<file path="src/hw/rtl/u8sd_pkg.sv">
package u8sd_pkg;

    // Field widths
    localparam int BYTE_W = 8;
    localparam int CP_W   = 21;
    localparam int SURR_W = 10;

    // Lead byte patterns and masks
    localparam logic [7:0] MASK_E0  = 8'hE0;
    localparam logic [7:0] MASK_F0  = 8'hF0;
    localparam logic [7:0] MASK_F8  = 8'hF8;
    localparam logic [7:0] MASK_C0  = 8'hC0;
    localparam logic [7:0] LEAD2    = 8'hC0;
    localparam logic [7:0] LEAD3    = 8'hE0;
    localparam logic [7:0] LEAD4    = 8'hF0;
    localparam logic [7:0] CONT_PAT = 8'h80;

    // Surrogate ranges and join offset
    localparam logic [CP_W-1:0] HI_SURR_MIN = 21'h00D800;
    localparam logic [CP_W-1:0] HI_SURR_MAX = 21'h00DBFF;
    localparam logic [CP_W-1:0] LO_SURR_MIN = 21'h00DC00;
    localparam logic [CP_W-1:0] LO_SURR_MAX = 21'h00DFFF;
    localparam logic [CP_W-1:0] SURR_BASE   = 21'h010000;

    // Byte classes decided by the front end
    typedef enum logic [2:0] {
        K_END   = 3'd0,
        K_ZERO  = 3'd1,
        K_ASCII = 3'd2,
        K_LEAD2 = 3'd3,
        K_LEAD3 = 3'd4,
        K_LEAD4 = 3'd5,
        K_CONT  = 3'd6,
        K_SKIP  = 3'd7
    } t_kind;

    // One classified item in the queue
    typedef struct packed {
        t_kind             kind;
        logic [BYTE_W-1:0] data;
    } t_token;

    // Queue status seen by both sides
    typedef struct packed {
        logic full;
        logic empty;
    } t_q_status;

endpackage

</file>
<file path="src/hw/rtl/u8sd_if.sv">
interface u8sd_in_if;
    logic       valid;
    logic       ready;
    logic [7:0] data_byte;
    logic       end_of_stream;

    modport source (output valid, output data_byte, output end_of_stream, input ready);
    modport sink   (input valid, input data_byte, input end_of_stream, output ready);
endinterface

interface u8sd_out_if;
    logic        valid;
    logic        ready;
    logic [20:0] code_point;
    logic        stream_ended;

    modport source (output valid, output code_point, output stream_ended, input ready);
    modport sink   (input valid, input code_point, input stream_ended, output ready);
endinterface

</file>
<file path="src/hw/rtl/utf8_stream_decoder.sv">
// UTF-8 stream decoder. One byte (or an end marker) is taken per item and
// at most one decoded code point comes out per item, with a steady rate of
// one item per clock when the output is not stalled. A front end classifies
// each byte and pushes it into a small queue (QUEUE_DEPTH entries); the back
// end pops one item per cycle unless stalled, updates the decode and
// surrogate state and loads the output register. An item passes the queue,
// then the output register. Skipped bytes, lead and non-final continuation
// bytes and high surrogates produce no output item. A zero byte or an end
// marker clears all state and emits code point 0 (stream_ended set for end).
module utf8_stream_decoder
    import u8sd_pkg::*;
#(
    parameter int QUEUE_DEPTH = 4
) (
    input  logic              i_clk,
    input  logic              i_rst_n,
    u8sd_in_if.sink           i_in,
    u8sd_out_if.source        o_out
);

    t_q_status q_status;
    logic      push;
    logic      pop;
    t_token    push_token;
    t_token    pop_token;

    u8sd_front u_front (
        .i_valid         (i_in.valid),
        .i_data_byte     (i_in.data_byte),
        .i_end_of_stream (i_in.end_of_stream),
        .o_ready         (i_in.ready),
        .i_q_status      (q_status),
        .o_push          (push),
        .o_token         (push_token)
    );

    u8sd_queue #(
        .DEPTH (QUEUE_DEPTH)
    ) u_queue (
        .i_clk    (i_clk),
        .i_rst_n  (i_rst_n),
        .i_push   (push),
        .i_token  (push_token),
        .i_pop    (pop),
        .o_token  (pop_token),
        .o_status (q_status)
    );

    u8sd_back u_back (
        .i_clk          (i_clk),
        .i_rst_n        (i_rst_n),
        .i_token        (pop_token),
        .i_q_status     (q_status),
        .o_pop          (pop),
        .o_valid        (o_out.valid),
        .i_ready        (o_out.ready),
        .o_code_point   (o_out.code_point),
        .o_stream_ended (o_out.stream_ended)
    );

endmodule

</file>
<file path="src/hw/rtl/u8sd_front.sv">
module u8sd_front
    import u8sd_pkg::*;
(
    input  logic              i_valid,
    input  logic [BYTE_W-1:0] i_data_byte,
    input  logic              i_end_of_stream,
    output logic              o_ready,
    input  t_q_status         i_q_status,
    output logic              o_push,
    output t_token            o_token
);

    // Accept whenever the queue has room
    assign o_ready = !i_q_status.full;
    assign o_push  = i_valid && !i_q_status.full;

    // Classify the byte
    always_comb begin
        o_token.data = i_data_byte;
        if (i_end_of_stream) begin
            o_token.kind = K_END;
        end else if (i_data_byte == '0) begin
            o_token.kind = K_ZERO;
        end else if (!i_data_byte[7]) begin
            o_token.kind = K_ASCII;
        end else if ((i_data_byte & MASK_C0) == CONT_PAT) begin
            o_token.kind = K_CONT;
        end else if ((i_data_byte & MASK_E0) == LEAD2) begin
            o_token.kind = K_LEAD2;
        end else if ((i_data_byte & MASK_F0) == LEAD3) begin
            o_token.kind = K_LEAD3;
        end else if ((i_data_byte & MASK_F8) == LEAD4) begin
            o_token.kind = K_LEAD4;
        end else begin
            o_token.kind = K_SKIP;
        end
    end

endmodule

</file>
<file path="src/hw/rtl/u8sd_queue.sv">
module u8sd_queue
    import u8sd_pkg::*;
#(
    parameter int DEPTH = 4
) (
    input  logic      i_clk,
    input  logic      i_rst_n,
    input  logic      i_push,
    input  t_token    i_token,
    input  logic      i_pop,
    output t_token    o_token,
    output t_q_status o_status
);

    localparam int PTR_W = (DEPTH > 1) ? $clog2(DEPTH) : 1;
    localparam int CNT_W = $clog2(DEPTH + 1);
    localparam logic [PTR_W-1:0] LAST = PTR_W'(DEPTH - 1);
    localparam logic [CNT_W-1:0] FULL_CNT = CNT_W'(DEPTH);

    t_token           r_mem [DEPTH];
    logic [PTR_W-1:0] r_wr_ptr, n_wr_ptr;
    logic [PTR_W-1:0] r_rd_ptr, n_rd_ptr;
    logic [CNT_W-1:0] r_count, n_count;

    assign o_status.full  = (r_count == FULL_CNT);
    assign o_status.empty = (r_count == '0);
    assign o_token        = r_mem[r_rd_ptr];

    // Pointer and fill count update
    always_comb begin
        n_wr_ptr = r_wr_ptr;
        n_rd_ptr = r_rd_ptr;
        n_count  = r_count;
        if (i_push) begin
            n_wr_ptr = (r_wr_ptr == LAST) ? '0 : r_wr_ptr + 1'b1;
        end
        if (i_pop) begin
            n_rd_ptr = (r_rd_ptr == LAST) ? '0 : r_rd_ptr + 1'b1;
        end
        if (i_push && !i_pop) begin
            n_count = r_count + 1'b1;
        end else if (!i_push && i_pop) begin
            n_count = r_count - 1'b1;
        end
    end

    always_ff @(posedge i_clk) begin
        if (!i_rst_n) begin
            r_wr_ptr <= '0;
            r_rd_ptr <= '0;
            r_count  <= '0;
        end else begin
            r_wr_ptr <= n_wr_ptr;
            r_rd_ptr <= n_rd_ptr;
            r_count  <= n_count;
        end
    end

    // Storage
    always_ff @(posedge i_clk) begin
        if (i_push) begin
            r_mem[r_wr_ptr] <= i_token;
        end
    end

endmodule

</file>
<file path="src/hw/rtl/u8sd_back.sv">
module u8sd_back
    import u8sd_pkg::*;
(
    input  logic            i_clk,
    input  logic            i_rst_n,
    input  t_token          i_token,
    input  t_q_status       i_q_status,
    output logic            o_pop,
    output logic            o_valid,
    input  logic            i_ready,
    output logic [CP_W-1:0] o_code_point,
    output logic            o_stream_ended
);

    logic [CP_W-1:0]   r_partial, n_partial;
    logic [1:0]        r_remain, n_remain;
    logic [SURR_W-1:0] r_held, n_held;
    logic              r_held_vld, n_held_vld;
    logic              r_out_vld;
    logic [CP_W-1:0]   r_cp, n_cp;
    logic              r_ended, n_ended;
    logic              emit;
    logic              finish;
    logic [CP_W-1:0]   fin_val;
    logic [CP_W-1:0]   acc_val;

    // Take the next item when the output register is free or drains now
    assign o_pop = !i_q_status.empty && (!r_out_vld || i_ready);

    assign acc_val = {r_partial[CP_W-7:0], i_token.data[5:0]};

    // Decode step
    always_comb begin
        n_partial  = r_partial;
        n_remain   = r_remain;
        n_held     = r_held;
        n_held_vld = r_held_vld;
        n_cp       = '0;
        n_ended    = 1'b0;
        emit       = 1'b0;
        finish     = 1'b0;
        fin_val    = '0;

        if (i_token.kind == K_END || i_token.kind == K_ZERO) begin
            n_partial  = '0;
            n_remain   = '0;
            n_held     = '0;
            n_held_vld = 1'b0;
            emit       = 1'b1;
            n_ended    = (i_token.kind == K_END);
        end else if (r_remain != '0 && i_token.kind == K_CONT) begin
            n_remain = r_remain - 1'b1;
            if (r_remain == 2'd1) begin
                n_partial = '0;
                finish    = 1'b1;
                fin_val   = acc_val;
            end else begin
                n_partial = acc_val;
            end
        end else begin
            // No open sequence, or one interrupted by this byte
            n_partial = '0;
            n_remain  = '0;
            case (i_token.kind)
                K_ASCII: begin
                    finish  = 1'b1;
                    fin_val = CP_W'(i_token.data);
                end
                K_LEAD2: begin
                    n_partial = CP_W'(i_token.data[4:0]);
                    n_remain  = 2'd1;
                end
                K_LEAD3: begin
                    n_partial = CP_W'(i_token.data[3:0]);
                    n_remain  = 2'd2;
                end
                K_LEAD4: begin
                    n_partial = CP_W'(i_token.data[2:0]);
                    n_remain  = 2'd3;
                end
                default: begin
                end
            endcase
        end

        // Surrogate pairing on a completed value
        if (finish) begin
            if (r_held_vld && fin_val >= LO_SURR_MIN && fin_val <= LO_SURR_MAX) begin
                n_cp       = CP_W'({r_held, fin_val[SURR_W-1:0]}) + SURR_BASE;
                n_held     = '0;
                n_held_vld = 1'b0;
                emit       = 1'b1;
            end else if (fin_val >= HI_SURR_MIN && fin_val <= HI_SURR_MAX) begin
                n_held     = fin_val[SURR_W-1:0];
                n_held_vld = 1'b1;
            end else begin
                n_cp       = fin_val;
                n_held     = '0;
                n_held_vld = 1'b0;
                emit       = 1'b1;
            end
        end
    end

    // Decode state
    always_ff @(posedge i_clk) begin
        if (!i_rst_n) begin
            r_partial  <= '0;
            r_remain   <= '0;
            r_held     <= '0;
            r_held_vld <= 1'b0;
        end else if (o_pop) begin
            r_partial  <= n_partial;
            r_remain   <= n_remain;
            r_held     <= n_held;
            r_held_vld <= n_held_vld;
        end
    end

    // Output register
    always_ff @(posedge i_clk) begin
        if (!i_rst_n) begin
            r_out_vld <= 1'b0;
        end else if (o_pop) begin
            r_out_vld <= emit;
        end else if (i_ready) begin
            r_out_vld <= 1'b0;
        end
    end

    always_ff @(posedge i_clk) begin
        if (o_pop && emit) begin
            r_cp    <= n_cp;
            r_ended <= n_ended;
        end
    end

    assign o_valid        = r_out_vld;
    assign o_code_point   = r_cp;
    assign o_stream_ended = r_ended;

endmodule

</file>
<file path="src/flat_wrapper.sv">
// flat-port wrapper written by rule: the top's interface ports become plain ports
module utf8_stream_decoder_flat import u8sd_pkg::*;
#(
    parameter int QUEUE_DEPTH = 4
)
  (i_clk, i_rst_n, i_in_valid, i_in_data_byte, i_in_end_of_stream, i_in_ready, o_out_valid, o_out_code_point, o_out_stream_ended, o_out_ready);
  u8sd_in_if i_in_i ();
  u8sd_out_if o_out_i ();
  input  logic i_clk;
  input  logic i_rst_n;
  input wire logic [$bits(i_in_i.valid)-1:0] i_in_valid;
  input wire logic [$bits(i_in_i.data_byte)-1:0] i_in_data_byte;
  input wire logic [$bits(i_in_i.end_of_stream)-1:0] i_in_end_of_stream;
  output wire logic [$bits(i_in_i.ready)-1:0] i_in_ready;
  output wire logic [$bits(o_out_i.valid)-1:0] o_out_valid;
  output wire logic [$bits(o_out_i.code_point)-1:0] o_out_code_point;
  output wire logic [$bits(o_out_i.stream_ended)-1:0] o_out_stream_ended;
  input wire logic [$bits(o_out_i.ready)-1:0] o_out_ready;
  assign i_in_i.valid = i_in_valid;
  assign i_in_i.data_byte = i_in_data_byte;
  assign i_in_i.end_of_stream = i_in_end_of_stream;
  assign i_in_ready = i_in_i.ready;
  assign o_out_valid = o_out_i.valid;
  assign o_out_code_point = o_out_i.code_point;
  assign o_out_stream_ended = o_out_i.stream_ended;
  assign o_out_i.ready = o_out_ready;
  utf8_stream_decoder #(.QUEUE_DEPTH(QUEUE_DEPTH)) u_core (.i_clk(i_clk), .i_rst_n(i_rst_n), .i_in(i_in_i), .o_out(o_out_i));
endmodule
</file>
<file path="config.mk">
export PLATFORM = sky130hd
export DESIGN_NAME = utf8_stream_decoder_flat
export DESIGN_NICKNAME = d
export VERILOG_FILES = /design/src/hw/rtl/u8sd_pkg.sv /design/src/hw/rtl/u8sd_if.sv /design/src/hw/rtl/utf8_stream_decoder.sv /design/src/hw/rtl/u8sd_front.sv /design/src/hw/rtl/u8sd_queue.sv /design/src/hw/rtl/u8sd_back.sv /design/src/flat_wrapper.sv
export SDC_FILE = /design/constraint.sdc
export NUM_CORES = 1
export LEC_CHECK = 0
export ABC_AREA = 1
export BUFFER_PORTS_ARGS = -buffer_cell sky130_fd_sc_hd__buf_2
export CAP_MARGIN = 20
export CORE_MARGIN = 2
export CORE_UTILIZATION = 25
export DETAILED_ROUTE_END_ITERATION = 10
export GPL_TIMING_DRIVEN = 0
export PLACE_DENSITY_LB_ADDON = 0.1
export SYNTH_ARGS = -nofsm -noshare
export SYNTH_HDL_FRONTEND = slang
export SYNTH_HIERARCHICAL = 1
export SYNTH_SLANG_ARGS = --single-unit
</file>
<file path="constraint.sdc">
create_clock -name i_clk -period 7.6 [get_ports i_clk]
set_clock_uncertainty 0.1 [all_clocks]
set_input_delay 1.52 -clock i_clk [delete_from_list [all_inputs] [get_ports i_clk]]
set_output_delay 1.52 -clock i_clk [all_outputs]
set_load 0.02 [all_outputs]
</file>
==> impl_metrics.json <==
{
  "outcome": "finished, final reports clean",
  "cellPowerDensity_nw_per_um2": 362,
  "highest_attainable_clock_frequency_mhz": 274,
  "synth_xor_area_frac": 0.00544,
  "required_ns": 7.48,
  "netlist-cell-type-count": 38,
  "clock_root_buffer": "sky130_fd_sc_hd__clkbuf_16",
  "reg2reg_depth": 12,
  "hold_viol": 0,
  "cts_tree": "built",
  "timing.rr.end": "u_core/u_back/o_code_point[0]",
  "hold_path_depth": 2,
  "grt_setup_unrepaired": "false",
  "die_height_um": 143,
  "gp_routability_congestion": 0.754,
  "grt_remaining_overflow": 0,
  "postCtsResizedCells": 0,
  "grt.total_usage": 0.123,
  "firstDrtPassIters": 4,
  "routed_antenna_nets": 0,
  "regToRegSetupSlack_ns": 3.95,
  "grtUsageMet2": 0.190,
  "muxShareOfSynthArea": 0,
  "fin_ws_ns": 3.95,
  "die_x_um": 143,
  "grt-busiest-layer": "met2",
  "detailedPlacementHpwl_um": 8540,
  "num_antenna_cells": 0,
  "grt_start_max_net_pins": 23,
  "cts.clk_slew.worst_paths_ns": 0.07,
  "first_iter_violations": 118,
  "grt_antenna_before_repair": 0,
  "cts_hold_repair.buffers": 0,
  "total_cts_buffers": 9,
  "avgSynthCellArea_um2": 9.37,
  "htree_levels": 3,
  "synth_top_family_by_area": "simple AND/OR/NAND/NOR gates",
  "final.period_utilization": 0.480,
  "final_nets": 586,
  "synth_edf_count": 66,
  "clk_latency_ns": 0.35,
  "number_of_slew_limit_violations_in_the_final_report": 0,
  "coreArea_um2": 18800,
  "relSlewSlack": 0.397,
  "synth-seq-cells": 104,
  "syn-cell-area_um2": 4830,
  "effective_utilization_at_floorplan": 0.257,
  "synth-warning-count": 6,
  "yosysTopAreaCell": "sky130_fd_sc_hd__edfxtp_1",
  "finalSetupViolCount": 0,
  "synth_fp_nets": 539,
  "ys.flop_type": "sky130_fd_sc_hd__edfxtp_1",
  "critPathKind": "reg2reg",
  "simple_gate_fraction_of_synth_area": 0.215,
  "synthesis.instances": 516,
  "use_met3": 0.0322,
  "period_minus_slack_ns": 3.65,
  "yosys.cell_count.top_type": "sky130_fd_sc_hd__nor2_1",
  "buffer_ports.inserted": 36,
  "power.leakage_uw": 0.00224,
  "die-area_um2": 20500,
  "post_synth_main_area_contributors": "sky130_fd_sc_hd__edfxtp_1, sky130_fd_sc_hd__dfxtp_1, sky130_fd_sc_hd__nor2_1",
  "io_pins": 37,
  "number_of_global_route_vias_before_repair": 3261,
  "max_cap_viol_count": 0,
  "synth-compound-area-share": 0.0916,
  "setup_total_negative_slack_ns": 0,
  "area_growth_syn_to_layout_pct": 16.6,
  "worst_slew_pin_slew_ns": 0.904,
  "critPathArrivalTime_ns": 3.53,
  "grt_pass1_wl_um": 18700,
  "synth.cells.most_frequent": "sky130_fd_sc_hd__nor2_1, sky130_fd_sc_hd__nand2_1, sky130_fd_sc_hd__inv_1, sky130_fd_sc_hd__edfxtp_1, sky130_fd_sc_hd__dfxtp_1",
  "synth_sequential_area_ratio": 0.567,
  "pre_cts_slack_ns": 3.79,
  "ir_drop_v": 0.000157,
  "setup.worst_path.start_class": "register",
  "worst-path-max-fanout": 22,
  "postCtsSetupBuffers": 0,
  "post-layout-total-power_uw": 2040,
  "via_per_inst": 4.16,
  "setup_crit_end_kind": "register",
  "use_met1": 0.168,
  "synth-async-reset-ratio": 0,
  "setup.worst_path.end": "u_core/u_back/o_code_point[0]",
  "postRouteWirelength_um": 12000,
  "detailroute.via_count": 3446,
  "drive_above_1_share": 0.195,
  "core.rowCount": 50,
  "synth_fa_ha_area_frac": 0.0274,
  "clock_sinks": 104,
  "top_area_cell_type_share_of_the_netlist_area": 0.410,
  "hold_class": "reg2reg",
  "number_of_filler_cells_placed_in_the_layout": 2017,
  "clock_path_buffers": 2,
  "route.detailed.drc": 0,
  "wl_per_cell_um": 14.5
}
## flip-flops by register name, summed over array words and instances (netlist names), named ones only
signal and flops:
u_core/u_queue/r_count 3, u_core/u_back/r_remain 2, u_core/u_back/o_code_point 21, u_core/u_queue/r_mem 44, u_core/u_back/o_stream_ended 1, u_core/u_back/o_valid 1, u_core/u_back/r_partial 15, u_core/u_back/r_held_vld 1
u_core/u_queue/r_rd_ptr 2, u_core/u_back/r_held 10, u_core/u_queue/r_wr_ptr 2
## routing by layer
layer,up-vias,share of wire
li1,1776,-
met3,13,0.041
met5,-,0
met1,1603,0.49
met4,0,0.015
met2,54,0.46
## kinds of logic (layout without fill, tap and decap cells)
kind of cell,after synthesis,in the layout
and+or+nand+nor,219,219
xor gates and xnor gates,3,3
DFF,104,104
buffers and inverters,100,152
adders and majority gates,10,10
AOI/OAI and AO/OA,80,80
## where the power goes
part	internal [uW]	switching (uW)
Sequential	745	56.4
Clock	256	212
Combinational	211	560
## layout by cell type (no fill, tap or decap), types with 2 or more instances in the layout
master,n
sky130_fd_sc_hd__nand3_1,20
sky130_fd_sc_hd__nand4_1,3
sky130_fd_sc_hd__clkinv_4,4
sky130_fd_sc_hd__nor3_1,9
sky130_fd_sc_hd__buf_2,38
sky130_fd_sc_hd__nor2_4,3
sky130_fd_sc_hd__edfxtp_1,66
sky130_fd_sc_hd__nor2_1,79
sky130_fd_sc_hd__buf_6,2
sky130_fd_sc_hd__clkbuf_1,5
sky130_fd_sc_hd__a21oi_1,23
sky130_fd_sc_hd__inv_1,67
sky130_fd_sc_hd__clkbuf_16,9
sky130_fd_sc_hd__nand2_1,76
sky130_fd_sc_hd__nand3_2,4
sky130_fd_sc_hd__nor2_2,14
sky130_fd_sc_hd__clkinv_2,2
sky130_fd_sc_hd__xor2_1,3
sky130_fd_sc_hd__o21ai_2,3
sky130_fd_sc_hd__ha_1,9
sky130_fd_sc_hd__a22oi_1,2
sky130_fd_sc_hd__nand2_2,3
sky130_fd_sc_hd__or2_1,2
sky130_fd_sc_hd__o21ai_1,22
sky130_fd_sc_hd__o22ai_1,14
sky130_fd_sc_hd__o21ai_0,13
sky130_fd_sc_hd__buf_4,13
sky130_fd_sc_hd__dfxtp_1,38
sky130_fd_sc_hd__clkinv_1,2
sky130_fd_sc_hd__inv_2,8
## worst min-delay path by stage
stage	from	end	slack, ns
global route	u_core/u_back/r_partial[12]	u_core/u_back/r_partial[12]	0.38
CTS	u_core/u_back/r_partial[12]	u_core/u_back/r_partial[12]	0.37
finish	u_core/u_back/r_remain[1]	u_core/u_back/r_remain[1]	0.36
floorplan	u_core/u_back/r_remain[1]	u_core/u_back/r_remain[1]	0.35
detailed placement	u_core/u_back/r_partial[12]	u_core/u_back/r_partial[12]	0.36
global placement	u_core/u_back/r_partial[9]	u_core/u_back/r_partial[9]	0.36
## through the flow
stage	utilization	std cells	hold slack, ns	cell area [um2]
after floorplan	-	516	0.345	4830
after global placement	0.284	812	0.356	5340
after detailed placement	0.284	812	0.357	5340
after CTS	0.299	828	0.368	5630
after global routing	0.299	828	0.384	5630
final	0.299	828	0.365	5630
## critical path: stages, from the launching register on
cell                      delay [ns]
sky130_fd_sc_hd__dfxtp_1        0.42
sky130_fd_sc_hd__buf_4          0.24
sky130_fd_sc_hd__o21ai_1        0.09
sky130_fd_sc_hd__o22ai_1        0.36
sky130_fd_sc_hd__inv_1          0.15
sky130_fd_sc_hd__nor3_1         0.53
sky130_fd_sc_hd__nor2_1         0.14
sky130_fd_sc_hd__nand2_1        0.11
sky130_fd_sc_hd__nand2_1        0.09
sky130_fd_sc_hd__inv_2          0.08
sky130_fd_sc_hd__buf_4          0.18
sky130_fd_sc_hd__nand2_1        0.13
sky130_fd_sc_hd__inv_1          0.65
## layout make-up
type / instances / area, um2 / share of cell area
buffer: 22 / 149 / 0.0264
clock buffer: 9 / 225 / 0.0400
clock inverter: 7 / 70.1 / 0.0124
inverter: 78 / 303 / 0.0537
multi-input combinational: 312 / 1640 / 0.291
sequential: 104 / 2740 / 0.487
tap: 260 / 325 / 0.0577
timing repair buffer: 36 / 180 / 0.0320
Power figures use the tool's default switching activity.
